--- src/hdl/pwwl_pkg.sv ---
// pwwl_pkg: shared types and constants of the pulse wave window level block
// no dependencies; imported by every module of the block

package pwwl_pkg;

	localparam int unsigned SAMPLE_W    = 16;
	localparam int unsigned LEVEL_W     = 8;
	// scale of 15 doubled for the half-up rounding of the level
	localparam int unsigned LEVEL_MULT  = 30;
	localparam int unsigned MULT_W      = 5;
	localparam int unsigned LEVEL_MAX   = 255;
	localparam logic [15:0] SAMPLE_MAX  = 16'hFFFF;

	localparam logic OP_SAMPLE = 1'b0;
	localparam logic OP_CLEAR  = 1'b1;

	typedef enum logic [2:0] {
		ST_IDLE,
		ST_SCAN,
		ST_DIV1,
		ST_DIV2,
		ST_EMIT
	} state_t;

	typedef struct packed {
		logic                done;
		logic [SAMPLE_W-1:0] lo;
		logic [SAMPLE_W-1:0] hi;
	} scan_res_t;

endpackage

--- src/hdl/pwwl_win.sv ---
// pwwl_win: circular sample window memory with a min/max scan sequencer
// depends on pwwl_pkg

module pwwl_win #(
	parameter int unsigned DEPTH = 128,
	parameter int unsigned AW    = 7,
	parameter int unsigned FW    = 8
) (
	input  logic                       clk,
	input  logic                       arst_n,
	input  logic                       wr_en,
	input  logic [AW-1:0]              wr_addr,
	input  logic [pwwl_pkg::SAMPLE_W-1:0] wr_data,
	input  logic                       scan_start,
	input  logic [FW-1:0]              fill,
	output pwwl_pkg::scan_res_t        scan_res
);
	import pwwl_pkg::*;

	logic [SAMPLE_W-1:0] mem_q [DEPTH];
	logic [SAMPLE_W-1:0] rd_data_s1;
	logic [FW-1:0]       idx_q;
	logic                scanning_q;
	logic                rd_pend_s1;
	logic                done_q;
	logic [SAMPLE_W-1:0] lo_q;
	logic [SAMPLE_W-1:0] hi_q;
	logic                issue;
	logic                finish;

	// writes only happen while no scan runs, so reads never meet a write in flight
	assign issue  = scanning_q && (idx_q < fill);
	assign finish = scanning_q && !issue && !rd_pend_s1;

	always_ff @(posedge clk) begin
		if (wr_en) begin
			mem_q[wr_addr] <= wr_data;
		end
		rd_data_s1 <= mem_q[idx_q[AW-1:0]];
	end

	always_ff @(posedge clk or negedge arst_n) begin
		if (!arst_n) begin
			scanning_q <= 1'b0;
			rd_pend_s1 <= 1'b0;
			done_q     <= 1'b0;
			idx_q      <= '0;
		end else begin
			done_q     <= finish;
			rd_pend_s1 <= issue;
			if (scan_start) begin
				scanning_q <= 1'b1;
				idx_q      <= '0;
			end else begin
				if (issue) begin
					idx_q <= idx_q + FW'(1);
				end
				if (finish) begin
					scanning_q <= 1'b0;
				end
			end
		end
	end

	always_ff @(posedge clk) begin
		if (scan_start) begin
			lo_q <= SAMPLE_MAX;
			hi_q <= '0;
		end else if (rd_pend_s1) begin
			if (rd_data_s1 < lo_q) begin
				lo_q <= rd_data_s1;
			end
			if (rd_data_s1 > hi_q) begin
				hi_q <= rd_data_s1;
			end
		end
	end

	assign scan_res.done = done_q;
	assign scan_res.lo   = lo_q;
	assign scan_res.hi   = hi_q;

endmodule

--- src/hdl/pwwl_div.sv ---
// pwwl_div: restoring divider, one quotient bit per cycle, shared by both divisions
// depends on pwwl_pkg

module pwwl_div #(
	parameter int unsigned DVD_W = 27,
	parameter int unsigned DVS_W = 16
) (
	input  logic             clk,
	input  logic             arst_n,
	input  logic             start,
	input  logic [DVD_W-1:0] dividend,
	input  logic [DVS_W-1:0] divisor,
	output logic             done,
	output logic [DVD_W-1:0] quotient
);
	import pwwl_pkg::*;

	localparam int unsigned CNT_W = $clog2(DVD_W + 1);

	logic             busy_q;
	logic             done_q;
	logic [CNT_W-1:0] step_q;
	logic [DVD_W-1:0] dvd_q;
	logic [DVS_W-1:0] rem_q;
	logic [DVS_W-1:0] dvs_q;
	logic [DVS_W:0]   trial;
	logic [DVS_W:0]   diff;
	logic             qbit;

	assign trial = {rem_q, dvd_q[DVD_W-1]};
	assign diff  = trial - {1'b0, dvs_q};
	assign qbit  = !diff[DVS_W];

	always_ff @(posedge clk or negedge arst_n) begin
		if (!arst_n) begin
			busy_q <= 1'b0;
			done_q <= 1'b0;
			step_q <= '0;
		end else begin
			done_q <= 1'b0;
			if (start) begin
				busy_q <= 1'b1;
				step_q <= CNT_W'(DVD_W);
			end else if (busy_q) begin
				step_q <= step_q - CNT_W'(1);
				if (step_q == CNT_W'(1)) begin
					busy_q <= 1'b0;
					done_q <= 1'b1;
				end
			end
		end
	end

	// quotient bits shift in from the right as the dividend shifts out
	always_ff @(posedge clk) begin
		if (start) begin
			dvd_q <= dividend;
			dvs_q <= divisor;
			rem_q <= '0;
		end else if (busy_q) begin
			dvd_q <= {dvd_q[DVD_W-2:0], qbit};
			rem_q <= qbit ? diff[DVS_W-1:0] : trial[DVS_W-1:0];
		end
	end

	assign done     = done_q;
	assign quotient = dvd_q;

endmodule

--- src/hdl/pulse_wave_window_level_core.sv ---
// pulse_wave_window_level_core: top level of the pulse wave window level block
// depends on pwwl_pkg, pwwl_win and pwwl_div
//
// usage:
//   input channel  in_valid/in_ready carries op, sample and last. op clear empties
//   the window and restarts the batch; op sample writes the sample into the window
//   and adds it to the batch. a sample with last set, or one that fills a batch of
//   MAX_BATCH, ends the batch and yields one item on the output channel.
//   output channel out_valid/out_ready carries level, saturated and flat_window.
//   a clear or a sample that does not end a batch leaves in_ready high for the next item.
//   a batch-ending sample holds in_ready low while the window scan reads one memory
//   entry a cycle over the fill count, then while the serial divider runs once by
//   the batch count and once by the window range, one quotient bit per cycle each
//   (SW+5 = 27 bits at MAX_BATCH = 64); a flat window skips the divider.
//   the output register lets the next item in while a result waits; if the
//   receiver still stalls when the following result is ready, the block holds it
//   and keeps in_ready low until the output register frees.
//   reset empties the window by clearing the fill count; no memory sweep is needed.

module pulse_wave_window_level_core #(
	parameter int unsigned WINDOW_DEPTH = 128,
	parameter int unsigned MAX_BATCH    = 64
) (
	input  logic                          clk,
	input  logic                          arst_n,
	input  logic                          in_valid,
	output logic                          in_ready,
	input  logic                          op,
	input  logic [pwwl_pkg::SAMPLE_W-1:0] sample,
	input  logic                          last,
	output logic                          out_valid,
	input  logic                          out_ready,
	output logic [pwwl_pkg::LEVEL_W-1:0]  level,
	output logic                          saturated,
	output logic                          flat_window
);
	import pwwl_pkg::*;

	localparam int unsigned AW = (WINDOW_DEPTH > 1) ? $clog2(WINDOW_DEPTH) : 1;
	localparam int unsigned FW = $clog2(WINDOW_DEPTH + 1);
	localparam int unsigned CW = $clog2(MAX_BATCH + 1);
	localparam int unsigned SW = SAMPLE_W + $clog2(MAX_BATCH);
	localparam int unsigned DW = SW + MULT_W;

	state_t              state_q, state_d;
	logic                in_acc;
	logic                is_sample;
	logic                batch_end;
	logic [AW-1:0]       wp_q;
	logic [FW-1:0]       fill_q;
	logic [SW-1:0]       sum_q;
	logic [CW-1:0]       cnt_q;
	logic [CW-1:0]       cnt_new;
	logic                scan_go_q;
	scan_res_t           scan_res;
	logic [SAMPLE_W-1:0] range_q;
	logic                div_start;
	logic [DW-1:0]       div_dvd;
	logic [SAMPLE_W-1:0] div_dvs;
	logic                div_done;
	logic [DW-1:0]       div_quo;
	logic [DW-1:0]       lvl_full;
	logic                flat;
	logic                out_free;
	logic [LEVEL_W-1:0]  res_level_q;
	logic                res_sat_q;
	logic                res_flat_q;
	logic                out_valid_q;
	logic [LEVEL_W-1:0]  level_q;
	logic                saturated_q;
	logic                flat_q;

	assign in_ready  = (state_q == ST_IDLE);
	assign in_acc    = in_valid && in_ready;
	assign is_sample = in_acc && (op == OP_SAMPLE);
	assign cnt_new   = cnt_q + CW'(1);
	assign batch_end = last || (cnt_new == CW'(MAX_BATCH));
	assign flat      = (scan_res.hi <= scan_res.lo);
	assign out_free  = !out_valid_q || out_ready;
	// halve rounding half up
	assign lvl_full  = (div_quo >> 1) + DW'(div_quo[0]);

	pwwl_win #(
		.DEPTH (WINDOW_DEPTH),
		.AW    (AW),
		.FW    (FW)
	) u_win (
		.clk        (clk),
		.arst_n     (arst_n),
		.wr_en      (is_sample),
		.wr_addr    (wp_q),
		.wr_data    (sample),
		.scan_start (scan_go_q),
		.fill       (fill_q),
		.scan_res   (scan_res)
	);

	pwwl_div #(
		.DVD_W (DW),
		.DVS_W (SAMPLE_W)
	) u_div (
		.clk      (clk),
		.arst_n   (arst_n),
		.start    (div_start),
		.dividend (div_dvd),
		.divisor  (div_dvs),
		.done     (div_done),
		.quotient (div_quo)
	);

	always_ff @(posedge clk or negedge arst_n) begin
		if (!arst_n) begin
			state_q <= ST_IDLE;
		end else begin
			state_q <= state_d;
		end
	end

	always_comb begin
		state_d   = state_q;
		div_start = 1'b0;
		div_dvd   = DW'(sum_q) * DW'(LEVEL_MULT);
		div_dvs   = SAMPLE_W'(cnt_q);
		unique case (state_q)
			ST_IDLE: begin
				if (is_sample && batch_end) begin
					state_d = ST_SCAN;
				end
			end
			ST_SCAN: begin
				if (scan_res.done) begin
					if (flat) begin
						state_d = ST_EMIT;
					end else begin
						div_start = 1'b1;
						state_d   = ST_DIV1;
					end
				end
			end
			ST_DIV1: begin
				div_dvd = div_quo;
				div_dvs = range_q;
				if (div_done) begin
					div_start = 1'b1;
					state_d   = ST_DIV2;
				end
			end
			ST_DIV2: begin
				div_dvd = div_quo;
				div_dvs = range_q;
				if (div_done) begin
					state_d = ST_EMIT;
				end
			end
			ST_EMIT: begin
				if (out_free) begin
					state_d = ST_IDLE;
				end
			end
			default: begin
				state_d = ST_IDLE;
			end
		endcase
	end

	// window position, fill count, batch accumulators and scan start strobe
	always_ff @(posedge clk or negedge arst_n) begin
		if (!arst_n) begin
			wp_q      <= '0;
			fill_q    <= '0;
			sum_q     <= '0;
			cnt_q     <= '0;
			scan_go_q <= 1'b0;
		end else begin
			scan_go_q <= is_sample && batch_end;
			if (in_acc && (op == OP_CLEAR)) begin
				wp_q   <= '0;
				fill_q <= '0;
				sum_q  <= '0;
				cnt_q  <= '0;
			end else if (is_sample) begin
				wp_q  <= (wp_q == AW'(WINDOW_DEPTH - 1)) ? '0 : wp_q + AW'(1);
				sum_q <= sum_q + SW'(sample);
				cnt_q <= cnt_new;
				if (fill_q != FW'(WINDOW_DEPTH)) begin
					fill_q <= fill_q + FW'(1);
				end
			end else if ((state_q == ST_SCAN) && scan_res.done) begin
				// batch is loaded into the divider here, or dropped for a flat window
				sum_q <= '0;
				cnt_q <= '0;
			end
		end
	end

	always_ff @(posedge clk) begin
		if ((state_q == ST_SCAN) && scan_res.done) begin
			range_q     <= scan_res.hi - scan_res.lo;
			res_level_q <= '0;
			res_sat_q   <= 1'b0;
			res_flat_q  <= flat;
		end else if ((state_q == ST_DIV2) && div_done) begin
			if (lvl_full > DW'(LEVEL_MAX)) begin
				res_level_q <= LEVEL_W'(LEVEL_MAX);
				res_sat_q   <= 1'b1;
			end else begin
				res_level_q <= lvl_full[LEVEL_W-1:0];
				res_sat_q   <= 1'b0;
			end
		end
	end

	always_ff @(posedge clk or negedge arst_n) begin
		if (!arst_n) begin
			out_valid_q <= 1'b0;
		end else if ((state_q == ST_EMIT) && out_free) begin
			out_valid_q <= 1'b1;
		end else if (out_ready) begin
			out_valid_q <= 1'b0;
		end
	end

	always_ff @(posedge clk) begin
		if ((state_q == ST_EMIT) && out_free) begin
			level_q     <= res_level_q;
			saturated_q <= res_sat_q;
			flat_q      <= res_flat_q;
		end
	end

	assign out_valid   = out_valid_q;
	assign level       = level_q;
	assign saturated   = saturated_q;
	assign flat_window = flat_q;

endmodule

--- config.mk ---
export PLATFORM = sky130hd
export DESIGN_NAME = pulse_wave_window_level_core
export DESIGN_NICKNAME = d
export VERILOG_FILES = /design/src/hdl/pwwl_pkg.sv /design/src/hdl/pwwl_win.sv /design/src/hdl/pwwl_div.sv /design/src/hdl/pulse_wave_window_level_core.sv
export SDC_FILE = /design/constraint.sdc
export NUM_CORES = 2
export LEC_CHECK = 0
export ABC_AREA = 0
export BUFFER_PORTS_ARGS = -buffer_cell sky130_fd_sc_hd__buf_2
export CAP_MARGIN = 15
export CORE_ASPECT_RATIO = 1.4
export CORE_MARGIN = 2
export CORE_UTILIZATION = 45
export CTS_CLUSTER_DIAMETER = 150
export DETAILED_ROUTE_END_ITERATION = 8
export GPL_ROUTABILITY_DRIVEN = 0
export SETUP_SLACK_MARGIN = 0.2
export SKIP_LAST_GASP = 1
export SYNTH_ARGS = -nofsm -noshare
export SYNTH_HDL_FRONTEND = slang
export SYNTH_HIERARCHICAL = 1
export SYNTH_SLANG_ARGS = --single-unit
--- constraint.sdc ---
create_clock -name clk -period 3.83 [get_ports clk]
set_clock_uncertainty 0.2 [all_clocks]
set_input_delay 0.766 -clock clk [delete_from_list [all_inputs] [get_ports clk]]
set_output_delay 0.766 -clock clk [all_outputs]
set_load 0.02 [all_outputs]
==> reports/results.txt <==
Outcome - complete, but fails checks
Failing checks - setup timing
Layout cells sized above 1 - 24.46%
I/O Buffers - 33
Worst hold path type - in -> reg
Unrepaired setup endpoints after global routing - yes
Initial Utilization - 45.13%
GRT overflow - 0
IO Count - 34
Wirelength per Cell - 29.68 µm
CTS Buf Count - 214
Type of origin of the critical path - flop
Worst r2r path cells - 12
Metal3 WL - 13790 µm
GRT Util Overall - 24.30%
Number of max-cap violations - 0
WL final - 257400 µm
Internal Power - 52.26 mW
Leakage dissipation - 36.23 nW
M1 WL - 96460 µm
Final ANT Viol Nets - 0
Iter 0 DRT Violations - 4601
Hold Crit Start - last
Worst-path fanout max - 3
Post-synthesis sequential area ratio - 71.32%
Crit end category - flop
Largest net degree at the start of global routing - 127
Combinational Power Share - 37.5%
Mapped Cells - 5343
Clk slew on worst S/H paths - 0.06 ns
Top_reg_cell synth - edfxtp_1
Tmin final - 3.997 ns
Row count - 198
Root Buffer - clkbuf_16
CTS max path bufs - 4
Die Y - 543.6 µm
Die ar. - 0.2117 mm²
Synth Cell Area - 0.09358 mm²
Final HPWL DP - 168900 µm
Psw - 26.48 mW
Flop pwr share - 36.3%
Number of synthesized register bits - 2258
Max rail drop VDD - 424.9 µV
DRC - 0
Ys async rst share - 2.967%
Vias - 51820
Worst-Skew Late Latency - 0.86 ns
Crit Path Class - reg -> reg
Initial antenna violation count - 6
Clk network pwr share - 26.2%
Dpl cells - 8267
Layout Cells excl Fill - 8671
Fmax - 250.2 MHz
Switching share of power - 33.63%
DR WL met2 - 132400 µm
Vias in the first global route - 52520
RR Endpoint - u_div/quotient[25]$_DFFE_PP_
Setup violations, final - 10
Clock tree sinks - 2258
Commonest non-fill, non-tap cell in the layout - edfxtp_1
Synth cell types - 90
CTS H-tree lvls - 4
RR Startpoint - sum_q[1]$_DFFE_PN0P_
TritonCTS clock tree - yes
DR pass1 iterations - 5
DR top layer - met5
Pwr per Cell Area - 730.7 mW/mm²
Reg-to-reg slack, setup - -0.17 ns
Die Wd - 389.4 µm
Final period util - 104.4%
Worst-Margin Slew - 1.277 ns
CP required - 4.21 ns
Post-synth EDFFs - 2118
Final TNS setup - -0.7122 ns
Syn avg cell area - 17.51 µm²
FILL cells - 16560
Final Max Tran Viols - 0
Worst endpoint data arrival time - 4.37 ns
Final hold vios - 0
Fin nets - 5999
Synthesis-to-layout area growth - 15.17%
Hold Crit Depth - 3
YS warnings - 6
Final worst-path setup slack - -0.1669 ns
Core Footprint - 0.2074 mm²
Vias per std cell - 5.976
Most frequent cells in the layout - edfxtp_1, buf_4, mux4_2, mux2i_1, clkbuf_16
First-pass GRT wire length - 371400 µm
Max-slew headroom - 14.88%
Endpoint, Worst Hold - scan_go_q$_DFF_PN0_
Syn nets - 5537
-- cell families after synthesis --
logic type,share of synthesized area [%]
AOI/OAI and AO/OA,6.072
xor gates and xnor gates,0.6659
adders and majority gates,2.653
buffers and inverters,2.054
DFF,71.32
muxes,13.17
and+or+nand+nor,4.069
-- state kept, by name, indices dropped and copies added, names as in the netlist, 3 cells and up --
name and count:
cnt_q 7, fill_q 8, level 8, range_q 16, res_level_q 8, state_q 3, sum_q 22, u_div/dvs_q 16
u_div/quotient 27, u_div/rem_q 16, u_div/step_q 5, u_win/hi_q 16, u_win/idx_q 8, u_win/lo_q 16, u_win/mem_q 2048, u_win/rd_data_s1 16
wp_q 7
-- critical path, stage by stage (launching register included) --
cell       delay [ns]
dfrtp_1          0.42
fa_1             0.51
fa_1             0.55
inv_1            0.06
fa_2             0.36
nor2b_4          0.12
o31a_1           0.18
o2111ai_2        0.16
a211o_1          0.42
a211oi_2         0.25
o211a_1          0.17
a211oi_1         0.04
mux2_2           0.26
-- per-layer routing --
| metal | vias to the layer above | GRT usage, % |
|---|---|---|
| met4 | 8 | 12.15 |
| met1 | 27370 | 29.61 |
| li1 | 22290 | - |
| met2 | 1685 | 42.66 |
| met5 | - | 0 |
| met3 | 469 | 3.063 |
-- metrics by stage --
step           instance area, µm²  setup WS (ns)  hold slack [ns]  util [%]  power (mW)
2_1_floorplan               94100       -0.01788           0.2003         -       46.39
3_3_place_gp               100600        -0.1445           0.2067     48.50       57.44
3_5_place_dp               100600        -0.1822           0.2045     48.50       57.69
4_1_cts                    107600        -0.1804          0.01807     51.87       78.82
5_1_grt                    107800        -0.2793          0.05125     51.97       82.20
6_report                   107800        -0.1669          0.06611     51.97       78.75
-- cell usage after synthesis, types with 8 or more instances --
cell type	instances	share of area (%)
fa_1	44	0.94
a21oi_1	216	1.2
or3_1	9	0.060
a22o_1	8	0.075
xor2_1	31	0.29
a22oi_1	114	0.91
a2111oi_0	13	0.12
o221ai_1	18	0.17
clkbuf_1	129	0.52
and2_1	18	0.12
o21bai_1	9	0.072
a21o_1	42	0.34
buf_2	90	0.48
nand3_1	73	0.39
nor2b_1	42	0.28
or3b_2	15	0.14
buf_6	8	0.096
o211ai_1	40	0.32
nor2_1	259	1.0
buf_1	21	0.084
nor4_1	11	0.074
nand2b_1	39	0.26
mux2i_1	286	3.1
nand2_1	211	0.85
buf_4	25	0.20
o21a_1	15	0.12
edfxtp_1	2118	68
o21ai_1	13	0.070
a211oi_1	69	0.55
xnor2_1	37	0.35
nand4_1	33	0.22
dfxtp_1	73	1.6
inv_1	162	0.65
mux2_2	86	1.0
a31oi_1	23	0.15
a221oi_1	37	0.35
o21ai_0	124	0.66
ha_1	128	1.7
nor3_1	36	0.19
dfrtp_1	67	1.8
mux4_2	377	9.1
o22ai_1	55	0.37
or2_2	8	0.053
and3_1	13	0.087
-- power by group through the flow --
stage,registers [mW],clock network (mW),logic (mW)
3_5_place_dp,29.1,0,28.6
3_3_place_gp,29.0,0,28.4
4_1_cts,28.5,21.0,29.3
5_1_grt,28.6,21.9,31.7
2_1_floorplan,28.6,0,17.8
6_report,28.6,20.6,29.6
-- worst max path at each step --
stage	from	to	slack (ns)	cells after the start
floorplan	in_valid	u_win/mem_q[101][0]$_DFFE_PP_	-0.02	9
global placement	sum_q[2]$_DFFE_PN0P_	u_div/quotient[25]$_DFFE_PP_	-0.14	12
detailed placement	sum_q[2]$_DFFE_PN0P_	u_div/quotient[25]$_DFFE_PP_	-0.18	12
CTS	sum_q[0]$_DFFE_PN0P_	u_div/quotient[25]$_DFFE_PP_	-0.18	12
global route	sum_q[1]$_DFFE_PN0P_	u_div/quotient[25]$_DFFE_PP_	-0.28	12
finish	sum_q[1]$_DFFE_PN0P_	u_div/quotient[25]$_DFFE_PP_	-0.17	12
-- cell type report --
cell class / count / area (µm²) / share of cell area, %
inverter: 162 / 614.3 / 0.5700
tap: 2700 / 3378 / 3.135
timing repair buffer: 521 / 4553 / 4.225
antenna: 3 / 7.507 / 0.006966
clock buffer: 273 / 5690 / 5.280
multi-input combinational: 2648 / 25780 / 23.92
sequential: 2258 / 66750 / 61.94
clock inverter: 106 / 989.7 / 0.9183
-- timing repair --
item | in CTS | in global routing
gates cloned | 0 | 1
endpoints found under the setup margin | 16 | 85
resized for setup | 32 | 31
buffers inserted | 14 | 4
hold buffers | 3 | 0
endpoints found under the hold margin | 42 | 0
pin swaps | 32 | 32
Note: power is estimated with default switching activity, not from simulation.
